$ cat src/design/dbtfd_pkg.sv
// Shared types, constants and helper functions of the display bus tap frame decoder.
// No dependencies; imported by the top level, front end, command queue and back end.
package dbtfd_pkg;

    localparam int BUFFER_DEPTH_DEF = 30;
    localparam int FRAME_MIN        = 14;
    localparam int CMDQ_DEPTH       = 2;
    localparam logic [15:0] TIMEOUT_RESET = 16'd20;

    // Digit positions inside a frame.
    localparam logic [3:0] DIG_SELECT     = 4'd0;
    localparam logic [3:0] DIG_TOTAL_LAST = 4'd7;
    localparam logic [3:0] DIG_RUN        = 4'd8;

    // Raw nibble codes tested by the select flags, and the limit for a decimal digit.
    localparam logic [3:0] NIB_SEL_L   = 4'd10;
    localparam logic [3:0] NIB_SEL_P   = 4'd12;
    localparam logic [3:0] DIGIT_LIMIT = 4'd10;

    typedef enum logic [1:0] {
        OP_BIT   = 2'd0,
        OP_LATCH = 2'd1,
        OP_TICK  = 2'd2
    } op_t;

    typedef enum logic {
        CMD_LATCH = 1'b0,
        CMD_TICK  = 1'b1
    } cmd_kind_t;

    typedef struct packed {
        cmd_kind_t  kind;
        logic [7:0] byte_a;
        logic [7:0] byte_b;
    } cmd_t;

    typedef struct packed {
        logic [19:0] unit_price;
        logic [23:0] total_price;
        logic [23:0] volume;
        logic        running;
        logic        sel_p;
        logic        sel_l;
    } frame_t;

    // A nibble of ten or more is read as the digit zero.
    function automatic logic [3:0] digit_of(input logic [3:0] nib);
        return (nib >= DIGIT_LIMIT) ? 4'd0 : nib;
    endfunction

    function automatic logic [23:0] mul10(input logic [23:0] x);
        return {x[20:0], 3'b000} + {x[22:0], 1'b0};
    endfunction

endpackage

$ cat src/design/display_bus_tap_frame_decoder.sv
// Display bus tap frame decoder. Each request is one bus event: a bit clock edge is
// finished in the front end; latch and tick events go through a two-entry command
// queue to the back end. A tick that closes a frame whose entry count, modulo the store
// depth, is at least fourteen makes the back end read entries 0 to 13 from its ring
// store, one a cycle, before the result is offered; further requests are taken until
// the queue fills.
// Store entries carry no reset; only entries written since reset are ever decoded.
// Depends on dbtfd_pkg, dbtfd_front, dbtfd_cmdq and dbtfd_back.
module display_bus_tap_frame_decoder
    import dbtfd_pkg::*;
#(
    parameter int BUFFER_DEPTH = BUFFER_DEPTH_DEF
)
(
    input  logic        clk,
    input  logic        rst_n,
    input  logic        push,
    output logic        full,
    input  logic [1:0]  operation,
    input  logic        line_a_bit,
    input  logic        line_b_bit,
    output logic        empty,
    input  logic        pop,
    output logic [19:0] frame_unit_price,
    output logic [23:0] frame_total_price,
    output logic [23:0] frame_volume,
    output logic        pump_running,
    output logic        select_p_flag,
    output logic        select_l_flag,
    input  logic        cfg_wr_en,
    input  logic [15:0] cfg_wr_data
);

    logic   q_full, q_empty, q_push, q_pop, out_valid;
    cmd_t   push_cmd, head_cmd;
    frame_t out_frame;

    dbtfd_front u_front (
        .clk        (clk),
        .rst_n      (rst_n),
        .push       (push),
        .full       (full),
        .operation  (operation),
        .line_a_bit (line_a_bit),
        .line_b_bit (line_b_bit),
        .q_full     (q_full),
        .q_push     (q_push),
        .q_cmd      (push_cmd)
    );

    dbtfd_cmdq u_cmdq (
        .clk     (clk),
        .rst_n   (rst_n),
        .wr_en   (q_push),
        .wr_cmd  (push_cmd),
        .q_full  (q_full),
        .rd_en   (q_pop),
        .rd_cmd  (head_cmd),
        .q_empty (q_empty)
    );

    dbtfd_back #(
        .BUFFER_DEPTH (BUFFER_DEPTH)
    ) u_back (
        .clk         (clk),
        .rst_n       (rst_n),
        .cfg_wr_en   (cfg_wr_en),
        .cfg_wr_data (cfg_wr_data),
        .q_empty     (q_empty),
        .q_cmd       (head_cmd),
        .q_pop       (q_pop),
        .pop         (pop),
        .out_valid   (out_valid),
        .out_frame   (out_frame)
    );

    assign empty             = !out_valid;
    assign frame_unit_price  = out_frame.unit_price;
    assign frame_total_price = out_frame.total_price;
    assign frame_volume      = out_frame.volume;
    assign pump_running      = out_frame.running;
    assign select_p_flag     = out_frame.sel_p;
    assign select_l_flag     = out_frame.sel_l;

endmodule

$ cat src/design/dbtfd_front.sv
// Front end of the frame decoder: accepts bus events and shifts the data lines.
// Latch and tick events are passed on as commands. Depends on dbtfd_pkg.
module dbtfd_front
    import dbtfd_pkg::*;
(
    input  logic       clk,
    input  logic       rst_n,
    input  logic       push,
    output logic       full,
    input  logic [1:0] operation,
    input  logic       line_a_bit,
    input  logic       line_b_bit,
    input  logic       q_full,
    output logic       q_push,
    output cmd_t       q_cmd
);

    logic [7:0] shift_a_reg, shift_a_next;
    logic [7:0] shift_b_reg, shift_b_next;
    logic       accept;

    assign full   = q_full;
    assign accept = push && !q_full;

    always_comb
    begin
        shift_a_next = shift_a_reg;
        shift_b_next = shift_b_reg;
        q_push       = 1'b0;
        q_cmd.kind   = CMD_LATCH;
        q_cmd.byte_a = shift_a_reg;
        q_cmd.byte_b = shift_b_reg;
        unique case (op_t'(operation))
            OP_BIT:
            begin
                shift_a_next = {shift_a_reg[6:0], line_a_bit};
                shift_b_next = {shift_b_reg[6:0], line_b_bit};
            end
            OP_LATCH:
            begin
                q_push = accept;
            end
            OP_TICK:
            begin
                q_push     = accept;
                q_cmd.kind = CMD_TICK;
            end
            default:
            begin
                // The unused operation code is dropped here.
                q_push = 1'b0;
            end
        endcase
        if (!accept)
        begin
            shift_a_next = shift_a_reg;
            shift_b_next = shift_b_reg;
        end
    end

    always_ff @(posedge clk or negedge rst_n)
    begin
        if (!rst_n)
        begin
            shift_a_reg <= 8'd0;
            shift_b_reg <= 8'd0;
        end
        else
        begin
            shift_a_reg <= shift_a_next;
            shift_b_reg <= shift_b_next;
        end
    end

endmodule

$ cat src/design/dbtfd_cmdq.sv
// Short command queue between the front end and the back end.
// Depends on dbtfd_pkg for the command type and the queue depth.
module dbtfd_cmdq
    import dbtfd_pkg::*;
(
    input  logic clk,
    input  logic rst_n,
    input  logic wr_en,
    input  cmd_t wr_cmd,
    output logic q_full,
    input  logic rd_en,
    output cmd_t rd_cmd,
    output logic q_empty
);

    localparam int PW = (CMDQ_DEPTH > 1) ? $clog2(CMDQ_DEPTH) : 1;
    localparam int CW = $clog2(CMDQ_DEPTH + 1);

    cmd_t          slot_reg [CMDQ_DEPTH];
    logic [PW-1:0] wr_ptr_reg, wr_ptr_next;
    logic [PW-1:0] rd_ptr_reg, rd_ptr_next;
    logic [CW-1:0] count_reg, count_next;
    logic          do_wr, do_rd;

    assign q_full  = (count_reg == CW'(CMDQ_DEPTH));
    assign q_empty = (count_reg == '0);
    assign do_wr   = wr_en && !q_full;
    assign do_rd   = rd_en && !q_empty;
    assign rd_cmd  = slot_reg[rd_ptr_reg];

    always_comb
    begin
        wr_ptr_next = wr_ptr_reg;
        rd_ptr_next = rd_ptr_reg;
        count_next  = count_reg;
        if (do_wr)
        begin
            wr_ptr_next = (wr_ptr_reg == PW'(CMDQ_DEPTH - 1)) ? '0 : wr_ptr_reg + 1'b1;
        end
        if (do_rd)
        begin
            rd_ptr_next = (rd_ptr_reg == PW'(CMDQ_DEPTH - 1)) ? '0 : rd_ptr_reg + 1'b1;
        end
        if (do_wr && !do_rd)
        begin
            count_next = count_reg + 1'b1;
        end
        else if (do_rd && !do_wr)
        begin
            count_next = count_reg - 1'b1;
        end
    end

    always_ff @(posedge clk)
    begin
        if (do_wr)
        begin
            slot_reg[wr_ptr_reg] <= wr_cmd;
        end
    end

    always_ff @(posedge clk or negedge rst_n)
    begin
        if (!rst_n)
        begin
            wr_ptr_reg <= '0;
            rd_ptr_reg <= '0;
            count_reg  <= '0;
        end
        else
        begin
            wr_ptr_reg <= wr_ptr_next;
            rd_ptr_reg <= rd_ptr_next;
            count_reg  <= count_next;
        end
    end

endmodule

$ cat src/design/dbtfd_back.sv
// Back end of the frame decoder: ring store, frame timer and digit decoder.
// Holds the timeout register and the one-entry result register. Depends on dbtfd_pkg.
module dbtfd_back
    import dbtfd_pkg::*;
#(
    parameter int BUFFER_DEPTH = BUFFER_DEPTH_DEF
)
(
    input  logic        clk,
    input  logic        rst_n,
    input  logic        cfg_wr_en,
    input  logic [15:0] cfg_wr_data,
    input  logic        q_empty,
    input  cmd_t        q_cmd,
    output logic        q_pop,
    input  logic        pop,
    output logic        out_valid,
    output frame_t      out_frame
);

    localparam int AW = $clog2(BUFFER_DEPTH);

    typedef enum logic [2:0] {
        ST_IDLE = 3'b001,
        ST_READ = 3'b010,
        ST_EMIT = 3'b100
    } state_t;

    state_t        state_reg, state_next;
    logic [15:0]   timeout_ticks_reg;
    logic [15:0]   count_reg, count_next;
    logic          armed_reg, armed_next;
    logic [AW-1:0] wr_idx_reg, wr_idx_next;
    logic [3:0]    step_reg, step_next;
    logic [3:0]    dig_idx;
    frame_t        acc_reg, acc_next;
    frame_t        out_reg, out_next;
    logic          out_valid_reg, out_valid_next;

    logic [15:0]   mem [BUFFER_DEPTH];
    logic [15:0]   rd_data_reg;
    logic [AW-1:0] rd_addr;
    logic          mem_we;
    logic [3:0]    nib_a, nib_b, dig_a, dig_b;

    assign out_valid = out_valid_reg;
    assign out_frame = out_reg;

    assign nib_a   = rd_data_reg[15:12];
    assign nib_b   = rd_data_reg[7:4];
    assign dig_a   = digit_of(nib_a);
    assign dig_b   = digit_of(nib_b);
    assign dig_idx = step_reg - 4'd1;
    assign rd_addr = (step_reg < 4'(FRAME_MIN)) ? AW'(step_reg) : '0;

    assign q_pop  = (state_reg == ST_IDLE) && !q_empty;
    assign mem_we = q_pop && (q_cmd.kind == CMD_LATCH);

    always_comb
    begin
        state_next     = state_reg;
        count_next     = count_reg;
        armed_next     = armed_reg;
        wr_idx_next    = wr_idx_reg;
        step_next      = step_reg;
        acc_next       = acc_reg;
        out_next       = out_reg;
        out_valid_next = out_valid_reg;

        if (pop && out_valid_reg)
        begin
            out_valid_next = 1'b0;
        end

        unique case (state_reg)
            ST_IDLE:
            begin
                if (q_pop)
                begin
                    unique case (q_cmd.kind)
                        CMD_LATCH:
                        begin
                            wr_idx_next = (wr_idx_reg == AW'(BUFFER_DEPTH - 1)) ?
                                          '0 : wr_idx_reg + 1'b1;
                            count_next  = timeout_ticks_reg;
                            armed_next  = 1'b1;
                        end
                        CMD_TICK:
                        begin
                            if (armed_reg)
                            begin
                                if (count_reg > 16'd1)
                                begin
                                    count_next = count_reg - 16'd1;
                                end
                                else
                                begin
                                    // The frame closes; decode it only if it is long enough.
                                    count_next  = 16'd0;
                                    armed_next  = 1'b0;
                                    wr_idx_next = '0;
                                    if (wr_idx_reg >= AW'(FRAME_MIN))
                                    begin
                                        state_next = ST_READ;
                                        step_next  = 4'd0;
                                        acc_next   = '0;
                                    end
                                end
                            end
                        end
                        default:
                        begin
                            state_next = ST_IDLE;
                        end
                    endcase
                end
            end
            ST_READ:
            begin
                // Entry step-1 arrives from the store while entry step is requested.
                if (step_reg != 4'd0)
                begin
                    priority if (dig_idx == DIG_SELECT)
                    begin
                        acc_next.sel_l = (nib_a == NIB_SEL_L);
                        acc_next.sel_p = (nib_b == NIB_SEL_P);
                    end
                    else if (dig_idx <= DIG_TOTAL_LAST)
                    begin
                        acc_next.total_price = mul10(acc_reg.total_price) + 24'(dig_a);
                        acc_next.volume      = mul10(acc_reg.volume) + 24'(dig_b);
                    end
                    else if (dig_idx == DIG_RUN)
                    begin
                        acc_next.running    = (dig_b == 4'd1);
                        acc_next.unit_price = 20'(dig_a);
                    end
                    else
                    begin
                        acc_next.unit_price =
                            20'(mul10(24'(acc_reg.unit_price)) + 24'(dig_a));
                    end
                end
                if (step_reg == 4'(FRAME_MIN))
                begin
                    state_next = ST_EMIT;
                end
                else
                begin
                    step_next = step_reg + 4'd1;
                end
            end
            ST_EMIT:
            begin
                if (!out_valid_reg)
                begin
                    out_next       = acc_reg;
                    out_valid_next = 1'b1;
                    state_next     = ST_IDLE;
                end
            end
            default:
            begin
                state_next = ST_IDLE;
            end
        endcase
    end

    always_ff @(posedge clk)
    begin
        if (mem_we)
        begin
            mem[wr_idx_reg] <= {q_cmd.byte_a, q_cmd.byte_b};
        end
    end

    always_ff @(posedge clk)
    begin
        rd_data_reg <= mem[rd_addr];
    end

    always_ff @(posedge clk)
    begin
        acc_reg <= acc_next;
        out_reg <= out_next;
    end

    always_ff @(posedge clk or negedge rst_n)
    begin
        if (!rst_n)
        begin
            timeout_ticks_reg <= TIMEOUT_RESET;
        end
        else if (cfg_wr_en)
        begin
            timeout_ticks_reg <= cfg_wr_data;
        end
    end

    always_ff @(posedge clk or negedge rst_n)
    begin
        if (!rst_n)
        begin
            state_reg     <= ST_IDLE;
            count_reg     <= 16'd0;
            armed_reg     <= 1'b0;
            wr_idx_reg    <= '0;
            step_reg      <= 4'd0;
            out_valid_reg <= 1'b0;
        end
        else
        begin
            state_reg     <= state_next;
            count_reg     <= count_next;
            armed_reg     <= armed_next;
            wr_idx_reg    <= wr_idx_next;
            step_reg      <= step_next;
            out_valid_reg <= out_valid_next;
        end
    end

endmodule

$ cat config.mk
export PLATFORM = sky130hd
export DESIGN_NAME = display_bus_tap_frame_decoder
export DESIGN_NICKNAME = d
export VERILOG_FILES = /design/src/design/dbtfd_pkg.sv /design/src/design/display_bus_tap_frame_decoder.sv /design/src/design/dbtfd_front.sv /design/src/design/dbtfd_cmdq.sv /design/src/design/dbtfd_back.sv
export SDC_FILE = /design/constraint.sdc
export NUM_CORES = 1
export LEC_CHECK = 0
export BUFFER_PORTS_ARGS = -buffer_cell sky130_fd_sc_hd__buf_2
export CAP_MARGIN = 10
export CORE_MARGIN = 1
export CORE_UTILIZATION = 55
export DETAILED_ROUTE_END_ITERATION = 8
export PLACE_DENSITY = 0.73
export REMOVE_ABC_BUFFERS = 1
export SETUP_SLACK_MARGIN = 0.05
export SYNTH_ARGS = -nofsm -noshare
export SYNTH_HDL_FRONTEND = slang
export SYNTH_HIERARCHICAL = 1
export SYNTH_SLANG_ARGS = --single-unit
$ cat constraint.sdc
create_clock -name clk -period 10.87 [get_ports clk]
set_input_delay 2.174 -clock clk [delete_from_list [all_inputs] [get_ports clk]]
set_output_delay 2.174 -clock clk [all_outputs]
set_load 0.02 [all_outputs]
==> summary.txt, run 1 <==
========================================================================================
Average wire length per cell after detail routing                                17.9 µm
Synthesized instance count                                                          1417
Gr ovfl total                                                                          0
Flip-flop count of the largest register, all copies and words added                  128
Core ar.                                                                      0.0326 mm²
Normalized max-slew margin                                                         23.0%
Number of buffers between clock root and the deepest sink                              3
Post-route non-filler standard cell count                                           1979
Pin slew with the least headroom to its limit                                    1160 ps
Source-to-sink clock delay at the later pin of the worst-skew pair                530 ps
Clock slew at the register clock pins of the worst setup and hold paths            60 ps
Reported max-cap violation count                                                       0
Routability Congestion                                                             0.896
Clk_skew                                                                         22.1 ps
Metal2 WL                                                                       17500 µm
Num CTS Buffers                                                                       39
Endpoint kind of the worst setup timing path                                 output port
Root cell of the clock tree                                                 sky130_fd_sc_hd__clkbuf_16
Required time at the endpoint of the critical path                               8700 ps
Kind of critical path                                                         reg -> out
Std-Cell Rows                                                                         66
Unrepaired setup endpoints after global routing                                    false
Overall Global Routing Usage                                                       21.2%
Capture point of the critical path                                                  full
Met1 Routed Length                                                              15600 µm
Starting utilization of the core area                                              55.9%
TritonCTS clock tree                                                                 yes
Hold Worst Slack                                                                  418 ps
Total die area                                                                0.0339 mm²
Maximum fanout along the worst path                                                    5
Peak supply drop                                                                0.191 mV
Multi-input gate area                                                        0.00739 mm²
H-tree level count                                                                     2
Sequential cell area in the final layout                                      0.0105 mm²
Post-placement worst setup slack                                                 7150 ps
Die boundary width                                                                184 µm
Leakage power of the design                                                      7.76 nW
Number of nets with antenna violations after detailed routing                          0
Setup ws final                                                                   7270 ps
Final Cell Area                                                               0.0204 mm²
Number of fill cells                                                                2487
Remaining routing DRC violations                                                       0
Highest routing layer actually used                                                 met4
Total number of vias                                                               11700
HPWL after DPL                                                                  23700 µm
Reg-to-reg critical path startpoint                                         u_back/rd_data_reg[15]$_DFF_P_
# placed instances                                                                  1910
Post-CTS setup buffer count                                                            0
Highest attainable clock frequency                                             0.277 GHz
Number of vias per cell                                                             5.89
Fraction of final layout cells with drive strength greater than 1                  16.4%
Setup slack on the worst flop-to-flop path                                       7410 ps
Via count of the first global-routing pass                                         11300
TritonCTS Sinks                                                                      362
Count of buffers from port buffering                                                  97
Critical Path Source                                                        u_cmdq/count_reg[0]$_DFFE_PN0P_
Final period demand of the worst path                                            3600 ps
ANT cells                                                                              0
Count of pins on the block boundary                                                   98
Final hold viol count                                                                  0
Status                                                                         completed
CTS Hold Bufs                                                                          0
Final wirelength                                                                35500 µm
Number of iterations in the first detailed-routing pass                                5
R2R depth                                                                              9
Die height                                                                        184 µm
Area growth from synthesis to final layout                                         12.0%
Setup TNS after final layout                                                        0 ps
FF-to-FF End                                                                u_back/acc_reg[47]$_SDFFCE_PN0P_
Power per Cell Area                                                           184 mW/mm²
Detailed Route Iter0 Violations                                                      873
Final Slew Violations                                                                  0
DR WL met3                                                                       1550 µm
Initial antenna violation count                                                        0
Global-route wire length before repair                                          57200 µm
Signal arrival time at the worst endpoint                                        1430 ps
Pin count of the biggest net entering global routing                                  73
Type of the most critical hold path                                           reg -> reg
Synth warnings                                                                         6
Gates resized, CTS repair                                                              0
Post-Syn Area per Cell                                                          12.9 µm²
Portion of the clock cycle consumed by the worst path in the final layout          33.2%
Cell Area, Synth                                                              0.0182 mm²
Category of the worst setup path launch point                                  flip-flop
Post-place instance area                                                      0.0191 mm²
Final layout net count                                                              1672
Number of failing setup endpoints in the final timing report                           0
========================================================================================
[area by class of cell]
| cell class | count | share of cell area (%) |
|---|---|---|
| Sequential cell | 362 | 51.2 |
| Multi-Input combinational cell | 959 | 36.2 |
| Clock buffer | 47 | 5.23 |
| Timing Repair Buffer | 107 | 2.74 |
| Tap cell | 442 | 2.70 |
| Clock inverter | 22 | 1.26 |
| Inverter | 40 | 0.734 |
[metal layers]
metal	vias up	GRT usage, %
met4	0	6.73
met2	313	36.1
met3	62	2.85
li1	5603	-
met1	5672	28.0
met5	-	0
[critical path, stage by stage (launching register included)]
cell and delay, ps:
sky130_fd_sc_hd__dfrtp_1 430, sky130_fd_sc_hd__nand2b_1 210, sky130_fd_sc_hd__inv_1 100, sky130_fd_sc_hd__buf_2 170
[stage by stage]
stage          utilization [%]  power (mW)
6_report                  62.7        3.76
5_1_grt                   62.7        3.92
4_1_cts                   62.7        3.79
3_5_place_dp              58.6        2.42
3_3_place_gp              58.6        2.40
2_1_floorplan                -        2.24
[how the worst min path moves through the flow]
stage,to,start,slack (ps),cells after the start
finish,u_back/out_frame[1]$_DFFE_PP_,u_back/acc_reg[1]$_SDFFCE_PN0P_,420,0
global route,u_back/out_frame[1]$_DFFE_PP_,u_back/acc_reg[1]$_SDFFCE_PN0P_,420,0
CTS,u_back/out_frame[1]$_DFFE_PP_,u_back/acc_reg[1]$_SDFFCE_PN0P_,420,0
detailed placement,u_back/out_frame[1]$_DFFE_PP_,u_back/acc_reg[1]$_SDFFCE_PN0P_,400,0
global placement,u_back/out_frame[1]$_DFFE_PP_,u_back/acc_reg[1]$_SDFFCE_PN0P_,400,0
floorplan,u_back/out_frame[0]$_DFFE_PP_,u_back/acc_reg[0]$_SDFFCE_PN0P_,400,0
[where the power goes]
part	switching [mW]	total, mW	internal, mW
Sequential	0.107	1.79	1.68
Clock	0.531	1.36	0.824
Combinational	0.370	0.614	0.244
[layout by cell type (no fill, tap or decap), types with 27 or more instances in the layout]
cell                        count
sky130_fd_sc_hd__a21o_1        27
sky130_fd_sc_hd__a21oi_1       65
sky130_fd_sc_hd__and2_1        44
sky130_fd_sc_hd__buf_2         97
sky130_fd_sc_hd__clkbuf_16     42
sky130_fd_sc_hd__dfrtp_1       63
sky130_fd_sc_hd__edfxtp_1     288
sky130_fd_sc_hd__ha_1         134
sky130_fd_sc_hd__inv_1         37
sky130_fd_sc_hd__mux2i_1       57
sky130_fd_sc_hd__nand2_1       73
sky130_fd_sc_hd__nand3_1       34
sky130_fd_sc_hd__nor2_1        74
sky130_fd_sc_hd__nor3_1        29
sky130_fd_sc_hd__o21ai_0       64
sky130_fd_sc_hd__o221ai_1      32
sky130_fd_sc_hd__xnor2_1       29
(Power assumes the default switching activity.)
==> run 2, diff against run 1 <==
clock period = 3.7 ns   (was 10.87 ns; I/O delays follow)
==> run 2 against run 1 <==
  * Final area about the same
  * Highest routed layer unchanged
  * First-iteration DRC count rose by 1.9%
  * Via count up 1.5%
  * Wire length up 1.1%
  * Core utilization hardly changed
  * Clock power grew to 2.8 times the previous value
  * Cell count up 0.56%
  * Total power increased to 2.9 times the previous value
  * Sequential power rose to 2.9 times the previous value
==> summary.txt, run 2 (synthesis results as in run 1) <==
========================================================================================
Core ar.                                                                      0.0326 mm²   unchanged
Grt peak-use layer                                                                  met2
Number of fill cells                                                                2424   -2.5%
Number of buffers between clock root and the deepest sink                              3   unchanged
Met3 usage                                                                         3.36%   +0.51 points
Final period demand of the worst path                                            3070 ps
Pin slew with the least headroom to its limit                                     977 ps   -178 ps
Signal arrival time at the worst endpoint                                        3300 ps   +1870 ps
Number of iterations in the first detailed-routing pass                                5   unchanged
Category of the worst setup path launch point                                  flip-flop
Average wire length per cell after detail routing                                18.0 µm   +0.52%
Gates resized, CTS repair                                                              0   unchanged
Final Cell Area                                                               0.0205 mm²   about the same
ANT cells                                                                              0   unchanged
Type of the most critical hold path                                          in -> async
Normalized max-slew margin                                                         34.9%   +12 points
Met1 usage                                                                         27.9%   -0.14 points
Clk_skew                                                                         14.4 ps   -7.76 ps
Fraction of final layout cells with drive strength greater than 1                  16.4%   about the same
Number of nets with antenna violations after detailed routing                          0   unchanged
Overall Global Routing Usage                                                       21.4%   +0.22 points
Die height                                                                        184 µm   unchanged
Number of failing setup endpoints in the final timing report                           0   unchanged
Final hold viol count                                                                  0   unchanged
Endpoint kind of the worst setup timing path                                   flip-flop
Starting utilization of the core area                                              55.9%   unchanged
Global-route wire length before repair                                          57400 µm   +0.37%
Flip-flop count of the largest register, all copies and words added                  128   unchanged
Most common cell after layout, fill and taps aside                          sky130_fd_sc_hd__edfxtp_1
Post-place instance area                                                      0.0192 mm²   +0.46%
Sequential cell area in the final layout                                      0.0105 mm²   unchanged
Routability Congestion                                                             0.886   -1.2%
Peak supply drop                                                                0.490 mV   +160%
Final layout net count                                                              1681   +0.54%
Clock slew at the register clock pins of the worst setup and hold paths            60 ps   about the same
Unrepaired setup endpoints after global routing                                    false
Commonest cells after routing, fill and taps aside                          sky130_fd_sc_hd__edfxtp_1 (288), sky130_fd_sc_hd__ha_1 (134), sky130_fd_sc_hd__buf_2 (97)
Pin count of the biggest net entering global routing                                  73   unchanged
Root cell of the clock tree                                                 sky130_fd_sc_hd__clkbuf_16
Num CTS Buffers                                                                       39   unchanged
Leakage power of the design                                                      7.77 nW   +0.16%
Count of buffers from port buffering                                                  97   unchanged
Number of vias per cell                                                             5.94   +0.96%
Initial antenna violation count                                                        0   unchanged
Required time at the endpoint of the critical path                               3930 ps   -4770 ps
Maximum fanout along the worst path                                                    4   -1
H-tree level count                                                                     2   unchanged
Post-CTS setup buffer count                                                            0   unchanged
Count of pins on the block boundary                                                   98   unchanged
Final design utilization                                                           62.7%   about the same
Source-to-sink clock delay at the later pin of the worst-skew pair                520 ps   about the same
Total die area                                                                0.0339 mm²   unchanged
Highest attainable clock frequency                                             0.326 GHz
CTS Hold Bufs                                                                          0   unchanged
Reg-to-reg critical path startpoint                                         u_back/rd_data_reg[6]$_DFF_P_
Detailed Route Iter0 Violations                                                      890   +1.9%
Multi-input gate area                                                        0.00740 mm²   +0.10%
Std-Cell Rows                                                                         66   unchanged
Grt met2 use                                                                       36.3%   +0.20 points
Gr ovfl total                                                                          0   unchanged
Status                                                                         completed
Power per Cell Area                                                           530 mW/mm²   +190%
Critical Path Source                                                        u_back/rd_data_reg[6]$_DFF_P_
Portion of the clock cycle consumed by the worst path in the final layout          83.0%
Final Slew Violations                                                                  0   unchanged
Kind of critical path                                                         reg -> reg
TritonCTS Sinks                                                                      362   unchanged
Via count of the first global-routing pass                                         11300   +0.57%
Final wirelength                                                                35900 µm   +1.1%
Area growth from synthesis to final layout                                         12.1%   about the same
HPWL after DPL                                                                  24100 µm   +1.7%
Remaining routing DRC violations                                                       0   unchanged
Die boundary width                                                                184 µm   unchanged
TritonCTS clock tree                                                                 yes
Total number of vias                                                               11800   +1.5%
Reported max-cap violation count                                                       0   unchanged
========================================================================================
==> run 2: changes by cell type in the layout (fill, tap and decap cells not counted), sizes merged <==
cell,change
clkinv,+1
clkinvlp,-2
buf,+9
clkbuf,+8
bufinv,-3
inv,-2
==> run 2: worst max-delay path: stages, from the launching register on <==
cell	delay, ps
sky130_fd_sc_hd__dfxtp_1	330
sky130_fd_sc_hd__nor2_1	130
sky130_fd_sc_hd__nand2_1	80
sky130_fd_sc_hd__fa_1	540
sky130_fd_sc_hd__inv_1	60
sky130_fd_sc_hd__ha_1	290
sky130_fd_sc_hd__a21o_1	190
sky130_fd_sc_hd__a221o_1	330
sky130_fd_sc_hd__or2_2	320
sky130_fd_sc_hd__a2111oi_0	430
sky130_fd_sc_hd__nor3b_1	110
==> run 2: final timing paths <==
kind | to | slack (ps) | depth (start not counted)
min in group clk | u_back/out_frame[50]$_DFFE_PP_ | 420 | 0
worst max-delay path | u_back/acc_reg[14]$_SDFFCE_PN0P_ | 630 | 10
max in group asynchronous | u_front/shift_b_reg[6]$_DFFE_PN0P_ | 2740 | 2
worst min register to register | u_back/out_frame[50]$_DFFE_PP_ | 420 | 0
worst max register to register | u_back/acc_reg[14]$_SDFFCE_PN0P_ | 630 | 10
worst min-delay path | u_front/shift_b_reg[0]$_DFFE_PN0P_ | 400 | 2
==> run 2: area by class of cell <==
cell class                 count  area share, %
clock inverter                16          0.624
clock buffer                  55           5.47
multi-input combinational    959           36.2
timing repair buffer         116           3.13
inverter                      40          0.734
tap                          442           2.70
sequential                   362           51.2
==> run 2: power breakdown <==
part | internal, mW | leakage, nW | switching (mW)
Sequential | 4.94 | 3.09 | 0.289
Combinational | 0.744 | 4.06 | 1.12
Clock | 2.24 | 0.616 | 1.51
Total | 7.93 | 7.77 | 2.91
==> run 2: per-layer routing <==
layer  up-vias  part of all wire (%)
met5         -                     0
met4         0                   2.6
met3        84                   5.2
met2       380                    49
met1      5735                    43
li1       5628                     -
==> run 2: per-stage QoR <==
stage | power (mW) | std cells | hold slack [ps] | setup WS (ps) | setup TNS [ps]
final | 10.8 | 1990 | 397 | 629 | 0
after global routing | 11.3 | 1990 | 421 | 391 | 0
after CTS | 10.9 | 1990 | 418 | 618 | 0
after detailed placement | 7.14 | 1919 | 405 | 624 | 0
after global placement | 7.06 | 1919 | 401 | 658 | 0
after floorplan | 6.57 | 1361 | 400 | -2320 | -229790
